### config.mk
export PLATFORM = sky130hd
export DESIGN_NAME = h264_access_unit_assembler_top
export DESIGN_NICKNAME = d
export VERILOG_FILES = /design/src/sv/aua_pkg.sv /design/src/sv/aua_zero_ctr.sv /design/src/sv/aua_seq.sv /design/src/sv/h264_access_unit_assembler_top.sv
export SDC_FILE = /design/constraint.sdc
export NUM_CORES = 1
export LEC_CHECK = 0
export ABC_CLOCK_PERIOD_IN_PS = 3800
export BUFFER_PORTS_ARGS = -buffer_cell sky130_fd_sc_hd__buf_4
export CORE_ASPECT_RATIO = 1.2
export CORE_UTILIZATION = 30
export DETAILED_ROUTE_END_ITERATION = 7
export PLACE_DENSITY_LB_ADDON = 0.08
export SYNTH_ARGS = -nofsm -noshare
export SYNTH_HDL_FRONTEND = slang
export SYNTH_SLANG_ARGS = --single-unit
### constraint.sdc
create_clock -name aclk -period 3.8 [get_ports aclk]
set_input_delay 0.57 -clock aclk [delete_from_list [all_inputs] [get_ports aclk]]
set_output_delay 0.57 -clock aclk [all_outputs]
set_load 0.03 [all_outputs]
### src/sv/aua_pkg.sv
// Shared types and constants for the access unit assembler.
`timescale 1ns / 1ps
package aua_pkg;

    localparam int ZERO_HOLD  = 56;
    localparam int ZR_W       = $clog2(ZERO_HOLD + 1);
    localparam int BYTE_W     = 8;
    localparam int TYPE_W     = 5;
    localparam int FIELD_BITS = BYTE_W + 3;
    localparam int TDATA_W    = ((FIELD_BITS + 7) / 8) * 8;
    localparam int PAD_W      = TDATA_W - FIELD_BITS;

    localparam logic [BYTE_W-1:0] START_BYTE = 8'h01;
    localparam logic [BYTE_W-1:0] DROP_RESET = 8'hFF;
    localparam logic [TYPE_W-1:0] NAL_IDR    = 5'd5;
    localparam logic [TYPE_W-1:0] NAL_AUD    = 5'd9;
    localparam logic [1:0]        PFX_LAST   = 2'd3;

    localparam logic KIND_DATA = 1'b0;
    localparam logic KIND_EOU  = 1'b1;

    typedef enum logic [1:0] {
        MODE_SEARCH,
        MODE_START,
        MODE_EMIT,
        MODE_DROP
    } mode_t;

    typedef enum logic [2:0] {
        SEQ_IDLE,
        SEQ_EOU,
        SEQ_PFX,
        SEQ_ZERO,
        SEQ_DATA
    } seq_state_t;

    typedef enum logic [1:0] {
        ZC_HOLD,
        ZC_INC,
        ZC_DEC,
        ZC_CLR
    } zc_op_t;

    typedef struct packed {
        logic zero;
        logic one;
        logic ge2;
        logic full;
    } zc_status_t;

    typedef struct packed {
        logic              kind;
        logic [BYTE_W-1:0] out_byte;
        logic              nal_first;
        logic              unit_keyframe;
        logic              zero_overflow;
        logic              last;
    } result_t;

endpackage

### src/sv/aua_zero_ctr.sv
// Held zero run counter: saturating count up, count down on replay, clear.
`timescale 1ns / 1ps
module aua_zero_ctr (
    input  logic              aclk,
    input  logic              aresetn,
    input  aua_pkg::zc_op_t   op,
    output aua_pkg::zc_status_t status
);
    import aua_pkg::*;

    logic [ZR_W-1:0] zr_reg;
    logic [ZR_W-1:0] zr_next;

    always_comb begin
        zr_next = zr_reg;
        unique case (op)
            ZC_HOLD: zr_next = zr_reg;
            ZC_INC: begin
                if (zr_reg != ZR_W'(ZERO_HOLD)) begin
                    zr_next = zr_reg + ZR_W'(1);
                end
            end
            ZC_DEC: begin
                if (zr_reg != '0) begin
                    zr_next = zr_reg - ZR_W'(1);
                end
            end
            ZC_CLR: zr_next = '0;
            default: zr_next = zr_reg;
        endcase
    end

    always_ff @(posedge aclk) begin
        if (!aresetn) begin
            zr_reg <= '0;
        end else begin
            zr_reg <= zr_next;
        end
    end

    assign status.zero = (zr_reg == '0);
    assign status.one  = (zr_reg == ZR_W'(1));
    assign status.ge2  = (zr_reg >= ZR_W'(2));
    assign status.full = (zr_reg == ZR_W'(ZERO_HOLD));

endmodule

### src/sv/aua_seq.sv
// Parse state and result sequencer: decode one byte, then step out its results.
`timescale 1ns / 1ps
module aua_seq (
    input  logic                        aclk,
    input  logic                        aresetn,
    input  logic                        in_valid,
    output logic                        in_ready,
    input  logic [aua_pkg::BYTE_W-1:0]  in_byte,
    input  logic [aua_pkg::BYTE_W-1:0]  drop_value,
    input  logic                        take,
    output logic                        res_valid,
    output aua_pkg::result_t            res,
    output aua_pkg::zc_op_t             zc_op,
    input  aua_pkg::zc_status_t         zc_status
);
    import aua_pkg::*;

    seq_state_t        state_reg, state_next;
    mode_t             mode_reg, mode_next;
    logic [BYTE_W-1:0] byte_reg, byte_next;
    logic [1:0]        pfx_idx_reg, pfx_idx_next;
    logic              key_snap_reg, key_snap_next;
    logic              ovf_rpt_reg, ovf_rpt_next;
    logic              unit_open_reg, unit_open_next;
    logic              unit_key_reg, unit_key_next;
    logic              ovf_seen_reg, ovf_seen_next;

    logic              accept;
    logic              in_zero;
    logic              in_start;
    logic              in_skip;
    logic [BYTE_W-1:0] head;
    logic [TYPE_W-1:0] head_type;
    logic              in_dropnal;
    logic              open_eou;

    assign accept     = in_valid && (state_reg == SEQ_IDLE);
    assign in_zero    = (in_byte == '0);
    assign in_start   = (in_byte == START_BYTE) && zc_status.ge2;
    assign in_skip    = (mode_reg == MODE_SEARCH) || (mode_reg == MODE_DROP);
    // held zeros ahead of the first byte make the header byte 00
    assign head       = zc_status.zero ? in_byte : '0;
    assign head_type  = head[TYPE_W-1:0];
    assign in_dropnal = (mode_reg == MODE_START) && (head == drop_value);
    assign open_eou   = (head_type == NAL_AUD) && unit_open_reg;

    // next state
    always_comb begin
        state_next     = state_reg;
        mode_next      = mode_reg;
        byte_next      = byte_reg;
        pfx_idx_next   = pfx_idx_reg;
        key_snap_next  = key_snap_reg;
        ovf_rpt_next   = ovf_rpt_reg;
        unit_open_next = unit_open_reg;
        unit_key_next  = unit_key_reg;
        ovf_seen_next  = ovf_seen_reg;
        unique case (state_reg)
            SEQ_IDLE: begin
                if (accept) begin
                    priority if (in_zero) begin
                        if (zc_status.full &&
                            (mode_reg == MODE_START || mode_reg == MODE_EMIT)) begin
                            ovf_seen_next = 1'b1;
                        end
                    end else if (in_start) begin
                        mode_next = MODE_START;
                    end else if (in_skip) begin
                        mode_next = mode_reg;
                    end else if (mode_reg == MODE_EMIT) begin
                        byte_next     = in_byte;
                        ovf_rpt_next  = ovf_seen_reg;
                        ovf_seen_next = 1'b0;
                        state_next    = zc_status.zero ? SEQ_DATA : SEQ_ZERO;
                    end else if (in_dropnal) begin
                        mode_next = MODE_DROP;
                    end else begin
                        byte_next      = in_byte;
                        ovf_rpt_next   = ovf_seen_reg;
                        ovf_seen_next  = 1'b0;
                        key_snap_next  = unit_key_reg;
                        pfx_idx_next   = '0;
                        unit_open_next = 1'b1;
                        mode_next      = MODE_EMIT;
                        if (open_eou) begin
                            unit_key_next = 1'b0;
                        end
                        if (head_type == NAL_IDR) begin
                            unit_key_next = 1'b1;
                        end
                        state_next = open_eou ? SEQ_EOU : SEQ_PFX;
                    end
                end
            end
            SEQ_EOU: begin
                if (take) begin
                    state_next = SEQ_PFX;
                end
            end
            SEQ_PFX: begin
                if (take) begin
                    if (pfx_idx_reg == PFX_LAST) begin
                        state_next = zc_status.zero ? SEQ_DATA : SEQ_ZERO;
                    end else begin
                        pfx_idx_next = pfx_idx_reg + 2'd1;
                    end
                end
            end
            SEQ_ZERO: begin
                if (take && zc_status.one) begin
                    state_next = SEQ_DATA;
                end
            end
            SEQ_DATA: begin
                if (take) begin
                    state_next = SEQ_IDLE;
                end
            end
            default: state_next = SEQ_IDLE;
        endcase
    end

    // outputs
    always_comb begin
        in_ready          = (state_reg == SEQ_IDLE);
        res_valid         = (state_reg != SEQ_IDLE);
        res.kind          = KIND_DATA;
        res.out_byte      = '0;
        res.nal_first     = 1'b0;
        res.unit_keyframe = 1'b0;
        res.zero_overflow = ovf_rpt_reg;
        res.last          = 1'b0;
        zc_op             = ZC_HOLD;
        unique case (state_reg)
            SEQ_IDLE: begin
                if (accept) begin
                    priority if (in_zero) begin
                        zc_op = ZC_INC;
                    end else if (in_start || in_skip || in_dropnal) begin
                        zc_op = ZC_CLR;
                    end else begin
                        zc_op = ZC_HOLD;
                    end
                end
            end
            SEQ_EOU: begin
                res.kind          = KIND_EOU;
                res.unit_keyframe = key_snap_reg;
            end
            SEQ_PFX: begin
                res.nal_first = (pfx_idx_reg == '0);
                res.out_byte  = (pfx_idx_reg == PFX_LAST) ? START_BYTE : '0;
            end
            SEQ_ZERO: begin
                if (take) begin
                    zc_op = ZC_DEC;
                end
            end
            SEQ_DATA: begin
                res.out_byte = byte_reg;
                res.last     = 1'b1;
            end
            default: res_valid = 1'b0;
        endcase
    end

    always_ff @(posedge aclk) begin
        if (!aresetn) begin
            state_reg     <= SEQ_IDLE;
            mode_reg      <= MODE_SEARCH;
            pfx_idx_reg   <= '0;
            unit_open_reg <= 1'b0;
            unit_key_reg  <= 1'b0;
            ovf_seen_reg  <= 1'b0;
            ovf_rpt_reg   <= 1'b0;
            key_snap_reg  <= 1'b0;
        end else begin
            state_reg     <= state_next;
            mode_reg      <= mode_next;
            pfx_idx_reg   <= pfx_idx_next;
            unit_open_reg <= unit_open_next;
            unit_key_reg  <= unit_key_next;
            ovf_seen_reg  <= ovf_seen_next;
            ovf_rpt_reg   <= ovf_rpt_next;
            key_snap_reg  <= key_snap_next;
        end
    end

    always_ff @(posedge aclk) begin
        byte_reg <= byte_next;
    end

endmodule

### src/sv/h264_access_unit_assembler_top.sv
// Top level of the H.264 Annex B access unit assembler.
//
//  channel | dir | handshake          | payload
//  --------+-----+--------------------+---------------------------------------------
//  s_      | in  | s_tvalid/s_tready  | s_tdata: in_byte
//  m_      | out | m_tvalid/m_tready  | m_tdata: out_byte, nal_first, unit_keyframe,
//          |     |                    |   zero_overflow; m_tuser: kind; m_tlast: last
//  cfg_    | in  | cfg_wr_en          | cfg_wr_data: drop_header_value
//
// A byte that yields no result only updates the parse state. A byte that yields N words
// is decoded first, then the sequencer steps out one word per cycle while m_tready does
// not stall it; its held zero counter is stepped down once per replayed zero. The worst
// case is an end marker, the four prefix bytes, up to 56 held zeros and the byte.
// s_tready is low while the sequencer is replaying. A stall on m_tready holds the
// output register and freezes the sequencer; reset is synchronous, active low.
`timescale 1ns / 1ps
module h264_access_unit_assembler_top (
    input  logic                         aclk,
    input  logic                         aresetn,
    input  logic                         s_tvalid,
    output logic                         s_tready,
    input  logic [aua_pkg::BYTE_W-1:0]   s_tdata,   // [7:0] in_byte
    output logic                         m_tvalid,
    input  logic                         m_tready,
    output logic [aua_pkg::TDATA_W-1:0]  m_tdata,   // [7:0] out_byte, [8] nal_first,
                                                    // [9] unit_keyframe,
                                                    // [10] zero_overflow, rest zero
    output logic                         m_tuser,   // [0] kind
    output logic                         m_tlast,   // last word for this input byte
    input  logic                         cfg_wr_en,
    input  logic [aua_pkg::BYTE_W-1:0]   cfg_wr_data
);
    import aua_pkg::*;

    logic [BYTE_W-1:0] drop_reg;
    logic              m_valid_reg, m_valid_next;
    result_t           res_reg, res_next;

    logic              take;
    logic              res_valid;
    result_t           res;
    zc_op_t            zc_op;
    zc_status_t        zc_status;

    // advance the sequencer whenever the output register is free or draining
    assign take = !m_valid_reg || m_tready;

    aua_zero_ctr u_zero_ctr (
        .aclk    (aclk),
        .aresetn (aresetn),
        .op      (zc_op),
        .status  (zc_status)
    );

    aua_seq u_seq (
        .aclk       (aclk),
        .aresetn    (aresetn),
        .in_valid   (s_tvalid),
        .in_ready   (s_tready),
        .in_byte    (s_tdata),
        .drop_value (drop_reg),
        .take       (take),
        .res_valid  (res_valid),
        .res        (res),
        .zc_op      (zc_op),
        .zc_status  (zc_status)
    );

    // output register: load a new word when free, otherwise hold
    always_comb begin
        m_valid_next = m_valid_reg;
        res_next     = res_reg;
        if (take) begin
            m_valid_next = res_valid;
            res_next     = res;
        end
    end

    always_ff @(posedge aclk) begin
        if (!aresetn) begin
            m_valid_reg <= 1'b0;
            drop_reg    <= DROP_RESET;
        end else begin
            m_valid_reg <= m_valid_next;
            if (cfg_wr_en) begin
                drop_reg <= cfg_wr_data;
            end
        end
    end

    always_ff @(posedge aclk) begin
        res_reg <= res_next;
    end

    assign m_tvalid = m_valid_reg;
    assign m_tdata  = {{PAD_W{1'b0}}, res_reg.zero_overflow, res_reg.unit_keyframe,
                       res_reg.nal_first, res_reg.out_byte};
    assign m_tuser  = res_reg.kind;
    assign m_tlast  = res_reg.last;

endmodule
Word level (Yosys, flattened, before mapping)
Cells that the tools add are included.
Widths: inputs -> output; s select.
- bitwise logic cells: 6
- magnitude comparators: 1
- muxes and demuxes: 53
- reduce and logical (&&, ||, !) cells: 31
- equality and inequality tests: 40
- add/sub/neg operators: 3
- operator list (operator ; count):
    $mux 3 ; 12
    $mux 2 ; 16
    $mux 8 ; 3
    $ne 2x1->1 const B ; 12
    $pmux 6 s3 ; 1
    $ne 2x2->1 const B ; 8
    $pmux 8 s2 ; 1
    $mux 1 ; 15
    $pmux 3 s5 ; 1
    $mux 6 ; 2
    $reduce_and 6->1 ; 2
    $eq 2x2->1 const B ; 5
    $reduce_and 10->1 ; 1
    $reduce_and 9->1 ; 1
    $eq 8x1->1 const B ; 1
    $eq 8x8->1 ; 1
    $logic_not 8->1 ; 1
    $pmux 2 s2 ; 2
    $reduce_and 8->1 ; 1
    $reduce_and 7->1 ; 1
    $add 6x1->6 const B ; 1
    $eq 3x2->1 const B ; 2
    $eq 6x1->1 const B ; 1
    $eq 6x6->1 const B ; 1
    24 further kinds ; 42
- output and inout bits: 20
- flip-flop bits (word level): 48

Depth between registers and ports, before layout
- depth after elaboration: 12
- mapped depth: 12
- depth with buffers taken out: 10

By module
A second synthesis with hierarchy kept.
- cell total of the unflattened synthesis: 294
- area total of the unflattened synthesis: 2790.2 sq um
- by module, submodules not included (module ; cells each ; area an instance (sq um) ; instances):
    aua_seq ; 166 ; 1398.8 ; 1
    h264_access_unit_assembler_top ; 49 ; 758.2 ; 1
    aua_zero_ctr ; 79 ; 633.1 ; 1

Least setup slack after synthesis
OpenSTA, ideal clock, no wires.
- path type: register to register
- start: register u_seq.state_reg[1]
- end: register u_seq.unit_key_reg
- cell stages (with the launch flop): 8
- setup slack: 0.945 ns
- data arrival time: 2.784 ns
- buffers on the path: 2
- clock period less this slack: 2.855 ns
- cell sequence: dfxtp_1 -> clkbuf_1 -> nor3_1 -> nand3_2 -> or3_1 -> clkbuf_2 -> or4_1 -> a21oi_1
- longest elaborated chain between the ends: 3
- ends and longest elaborated chain (item ; RTL line ; RTL):
    from (decl) ; aua_seq.sv:18 ; seq_state_t state_reg, state_next;
    from (signal assigned) ; aua_seq.sv:178 ; state_reg <= state_next;
    $logic_not 3->1 (*) ; - ;
    net s_tready ; h264_access_unit_assembler_top.sv:21 ; output logic s_tready,
    $logic_and 1x1->1 ; aua_seq.sv:37 ; assign accept = in_valid && (state_reg == SEQ_IDLE);
    $reduce_and 8->1 (no source line) (*) ; - ;
    to (signal assigned) ; aua_seq.sv:182 ; unit_key_reg <= unit_key_next;
    to (decl) ; aua_seq.sv:25 ; logic unit_key_reg, unit_key_next;
Mark *: on every way through the listed nets, which the timed path passes. The rest lies on a longest branch.
A chain may end at the register's enable or synchronous reset.

Worst setup path in the final report
- start: register u_zero_ctr.zr_reg[1]
- end: register u_seq.unit_key_reg
- longest elaborated chain between the ends: 6
- ends and longest elaborated chain (item ; RTL line ; RTL):
    from (decl) ; aua_zero_ctr.sv:11 ; logic [ZR_W-1:0] zr_reg;
    from (signal assigned) ; aua_zero_ctr.sv:37 ; zr_reg <= zr_next;
    $logic_not 6->1 ; aua_zero_ctr.sv:41 ; assign status.zero = (zr_reg == '0);
    $mux 8 ; aua_seq.sv:42 ; assign head = zc_status.zero ? in_byte : '0;
    $eq 5x4->1 / $eq 8x8->1 (equally long branches) ; aua_seq.sv:45, aua_seq.sv:44 ;
    $logic_and 1x1->1 (on tied branches) ; aua_seq.sv:45, aua_seq.sv:44 ;
    $reduce_bool 2->1 (no source line) / $not 1->1 (equally long branches) ; - ;
    $reduce_and 8->1 (no source line) ; - ;
Several ways; a longest one is shown, not always the timed one.

==> impl_metrics.env <==
export IMPL_viasPerCell=4.87
export IMPL_antenna_found_initial=0
export IMPL_syn_inst=277
export IMPL_period_needed_ns=2.83
export IMPL_crit_fanout=8
export IMPL_met1_length_um=2830
export IMPL_area_growth_pct=18.5
export IMPL_top_layer="met4"
export IMPL_setup_violations=0
export IMPL_wire_per_inst_um=14.4
export IMPL_clock_sinks=48
export IMPL_ys_ff_latch=48
export IMPL_syn_mean_instance_area_um2=9.46
export IMPL_slew_headroom=0.297
export IMPL_cts_hold_buffers_added=0
export IMPL_critical_path_buf_inv_count=1
export IMPL_row_count=37
export IMPL_fp_dieH_um=104
export IMPL_yosysWarnings=0
export IMPL_finalHoldViolCount=0
export IMPL_fin_skew_ns=0.00704
export IMPL_clkLatencyLatePin_ns=0.31
export IMPL_wl_met2_um=2990
export IMPL_nets=337
export IMPL_fp_coreArea_um2=8520
export IMPL_die_w_um=87.3
export IMPL_firstDrtPassIters=4
export IMPL_synth_enable_flop_cells=21
export IMPL_hold_path_depth=0
export IMPL_ant_nets=0
export IMPL_hp_class="reg -> reg"
export IMPL_synthArstFlopShare=0
export IMPL_drt_drc_violations_left=0
export IMPL_multiInputGateArea_um2=1330
export IMPL_grt_pass1_vias=1999
export IMPL_hp_start="u_seq.ovf_rpt_reg"
export IMPL_grt_usage=0.145
export IMPL_r2r_end="u_seq.unit_key_reg"
export IMPL_slowest_delay_ns=0.53
export IMPL_drt_wl_total_um=6120
export IMPL_post_cts_setup_buffer_count=0
export IMPL_post_route_period_util=0.745
export IMPL_setup_slack_ns=0.970
export IMPL_path_cells="inv_1 > ha_1 > and2_1 > a32o_1 > nand4_2 > nand2_1 > or3_1 > or4_1 > a21oi_1"
export IMPL_crit_arrival_ns=3.08
export IMPL_cts_htree_levels=2
export IMPL_seq_area_um2=1170
export IMPL_setup_tns_ns=0
export IMPL_criticalPathCategory="reg -> reg"
export IMPL_outcome="finished, final reports clean"
export IMPL_dpl_cell_area_um2=2970
export IMPL_num_antenna_cells=0
export IMPL_io_pins=41
export IMPL_start_util=0.308
export IMPL_final_area_um2=3110
export IMPL_hold_path_endpoint="m_tdata[10]"
export IMPL_tightest_slew_ns=1.05
export IMPL_crit_path_top_delay_cell="or4_1"
export IMPL_dieArea_um2=9120
export IMPL_setup_worst_path_end_class="flip-flop"
export IMPL_largest_register_ffs=11
export IMPL_cp_depth=9
export IMPL_layout_drive_gt1_share=0.188
export IMPL_wl_met3_um=192
export IMPL_worstSetupStartpointType="flip-flop"
export IMPL_r2r_start="u_zero_ctr.zr_reg[1]"
export IMPL_grt_first_pass_wirelength_um=10200
export IMPL_power_total_mw=1.16
export IMPL_synth_ff_type="dfxtp_1"
export IMPL_crit_family="simple AND/OR/NAND/NOR gates"
export IMPL_crit_required_ns=4.05
export IMPL_peakVddDrop_mv=0.197
export IMPL_grt_overflow_total=0
export IMPL_syn_cell_area_um2=2620
export IMPL_cts_root_buf="clkbuf_8"
export IMPL_cts_made_buffers=5
export IMPL_ff2ff_path_depth=9
export IMPL_drv_slew=0
export IMPL_max_cap_violations=0
export IMPL_fillCellCount=895
export IMPL_drt_iter0_drc=83
export IMPL_max_freq_mhz=353
export IMPL_place_ws_ns=0.917
export IMPL_ctsResizeCount=0
export IMPL_yosysUniqueCellTypes=53
export IMPL_r2r_setup_slack_ns=0.97
export IMPL_rsz0062_at_grt="false"
export IMPL_cts_buffer_depth=2
export IMPL_place_hpwl_um=4490
export IMPL_ys_seq_area_frac=0.447
export IMPL_power_density_nw_per_um2=373
export IMPL_leakage_nw=1.26
export IMPL_numPortBuffers=35
export IMPL_gp_congestion=0.847
export IMPL_clk_pin_slew_ns=0.10
export IMPL_cts_tree="yes"
export IMPL_grt_max_degree=17
export IMPL_num_vias=2070
==> placed cells by master (no fill, tap or decap), drive strengths merged, types with 3 or more instances in the layout <==
| cell | Yosys | layout |
|---|---|---|
| ha | 9 | 9 |
| or2 | 4 | 4 |
| buf | 8 | 37 |
| and2 | 10 | 10 |
| clkbuf | 10 | 5 |
| o2111ai | 3 | 3 |
| o2bb2ai | 3 | 3 |
| nand4 | 3 | 3 |
| a31oi | 6 | 6 |
| nand2 | 27 | 27 |
| nand2b | 3 | 3 |
| o211ai | 5 | 5 |
| dfxtp | 27 | 27 |
| nor3b | 3 | 3 |
| conb | 1 | 5 |
| o21ai | 5 | 5 |
| inv | 12 | 13 |
| nor4bb | 4 | 4 |
| xnor2 | 5 | 5 |
| mux2i | 14 | 14 |
| nor3 | 7 | 7 |
| nor2 | 28 | 28 |
| o22ai | 3 | 3 |
| nand3 | 8 | 8 |
| and3 | 5 | 5 |
| a21oi | 16 | 16 |
| edfxtp | 21 | 21 |
==> how the worst max path moves through the flow <==
stage,from,end
after floorplan,u_seq.state_reg[1],u_seq.unit_key_reg
after global placement,s_tdata[3],u_zero_ctr.zr_reg[4]
after detailed placement,s_tdata[3],u_zero_ctr.zr_reg[5]
after CTS,u_zero_ctr.zr_reg[1],u_seq.unit_key_reg
after global routing,u_zero_ctr.zr_reg[4],u_zero_ctr.zr_reg[2]
final,u_zero_ctr.zr_reg[1],u_seq.unit_key_reg
==> cell usage after synthesis (all sizes together), types with 6 or more instances <==
master | number | area share
a21oi | 16 | 0.031
nor3 | 7 | 0.013
ha | 9 | 0.043
mux2i | 14 | 0.053
clkbuf | 10 | 0.015
nor2 | 28 | 0.040
a31oi | 6 | 0.014
nand3 | 8 | 0.017
buf | 8 | 0.020
edfxtp | 21 | 0.24
inv | 12 | 0.017
and2 | 10 | 0.024
dfxtp | 27 | 0.21
nand2 | 27 | 0.039
==> routing by layer <==
metal	vias up	track usage
met3	7	0.0286
met1	968	0.187
met5	-	0
met2	44	0.236
li1	1051	-
met4	0	0.0527
==> cells by family after synthesis <==
group                      share of synthesized area
muxes                                         0.0578
other                                        0.00143
AOI/OAI and AO/OA                              0.143
adders and majority gates                     0.0430
DFF                                            0.447
buffers and inverters                         0.0520
and+or+nand+nor                                0.240
xor gates and xnor gates                      0.0167
==> power by group <==
part           internal (mW)  switching, mW
Combinational         0.0574         0.0838
Clock                  0.265          0.192
Sequential             0.548         0.0118
Total                  0.870          0.287
==> final cells by class <==
cell class	count	share of cell area
clock inverter	3	0.0222
sequential	48	0.377
multi-input combinational	203	0.428
timing repair buffer	37	0.0894
inverter	12	0.0145
clock buffer	5	0.0222
tap	117	0.0471
==> per-stage QoR <==
stage | std cells | hold WS, ns | utilization
2_1_floorplan | 281 | 0.408 | -
4_1_cts | 425 | 0.447 | 0.365
6_report | 425 | 0.442 | 0.365
5_1_grt | 425 | 0.452 | 0.365
3_3_place_gp | 417 | 0.424 | 0.349
3_5_place_dp | 417 | 0.430 | 0.349
==> worst register-to-register path, stage by stage, from the launching register on <==
cell and delay, ns:
dfxtp_1 0.47, inv_1 0.15, ha_1 0.30, and2_1 0.26, a32o_1 0.31, nand4_2 0.13
nand2_1 0.08, or3_1 0.40, or4_1 0.53, a21oi_1 0.14
(Power assumes the default switching activity.)
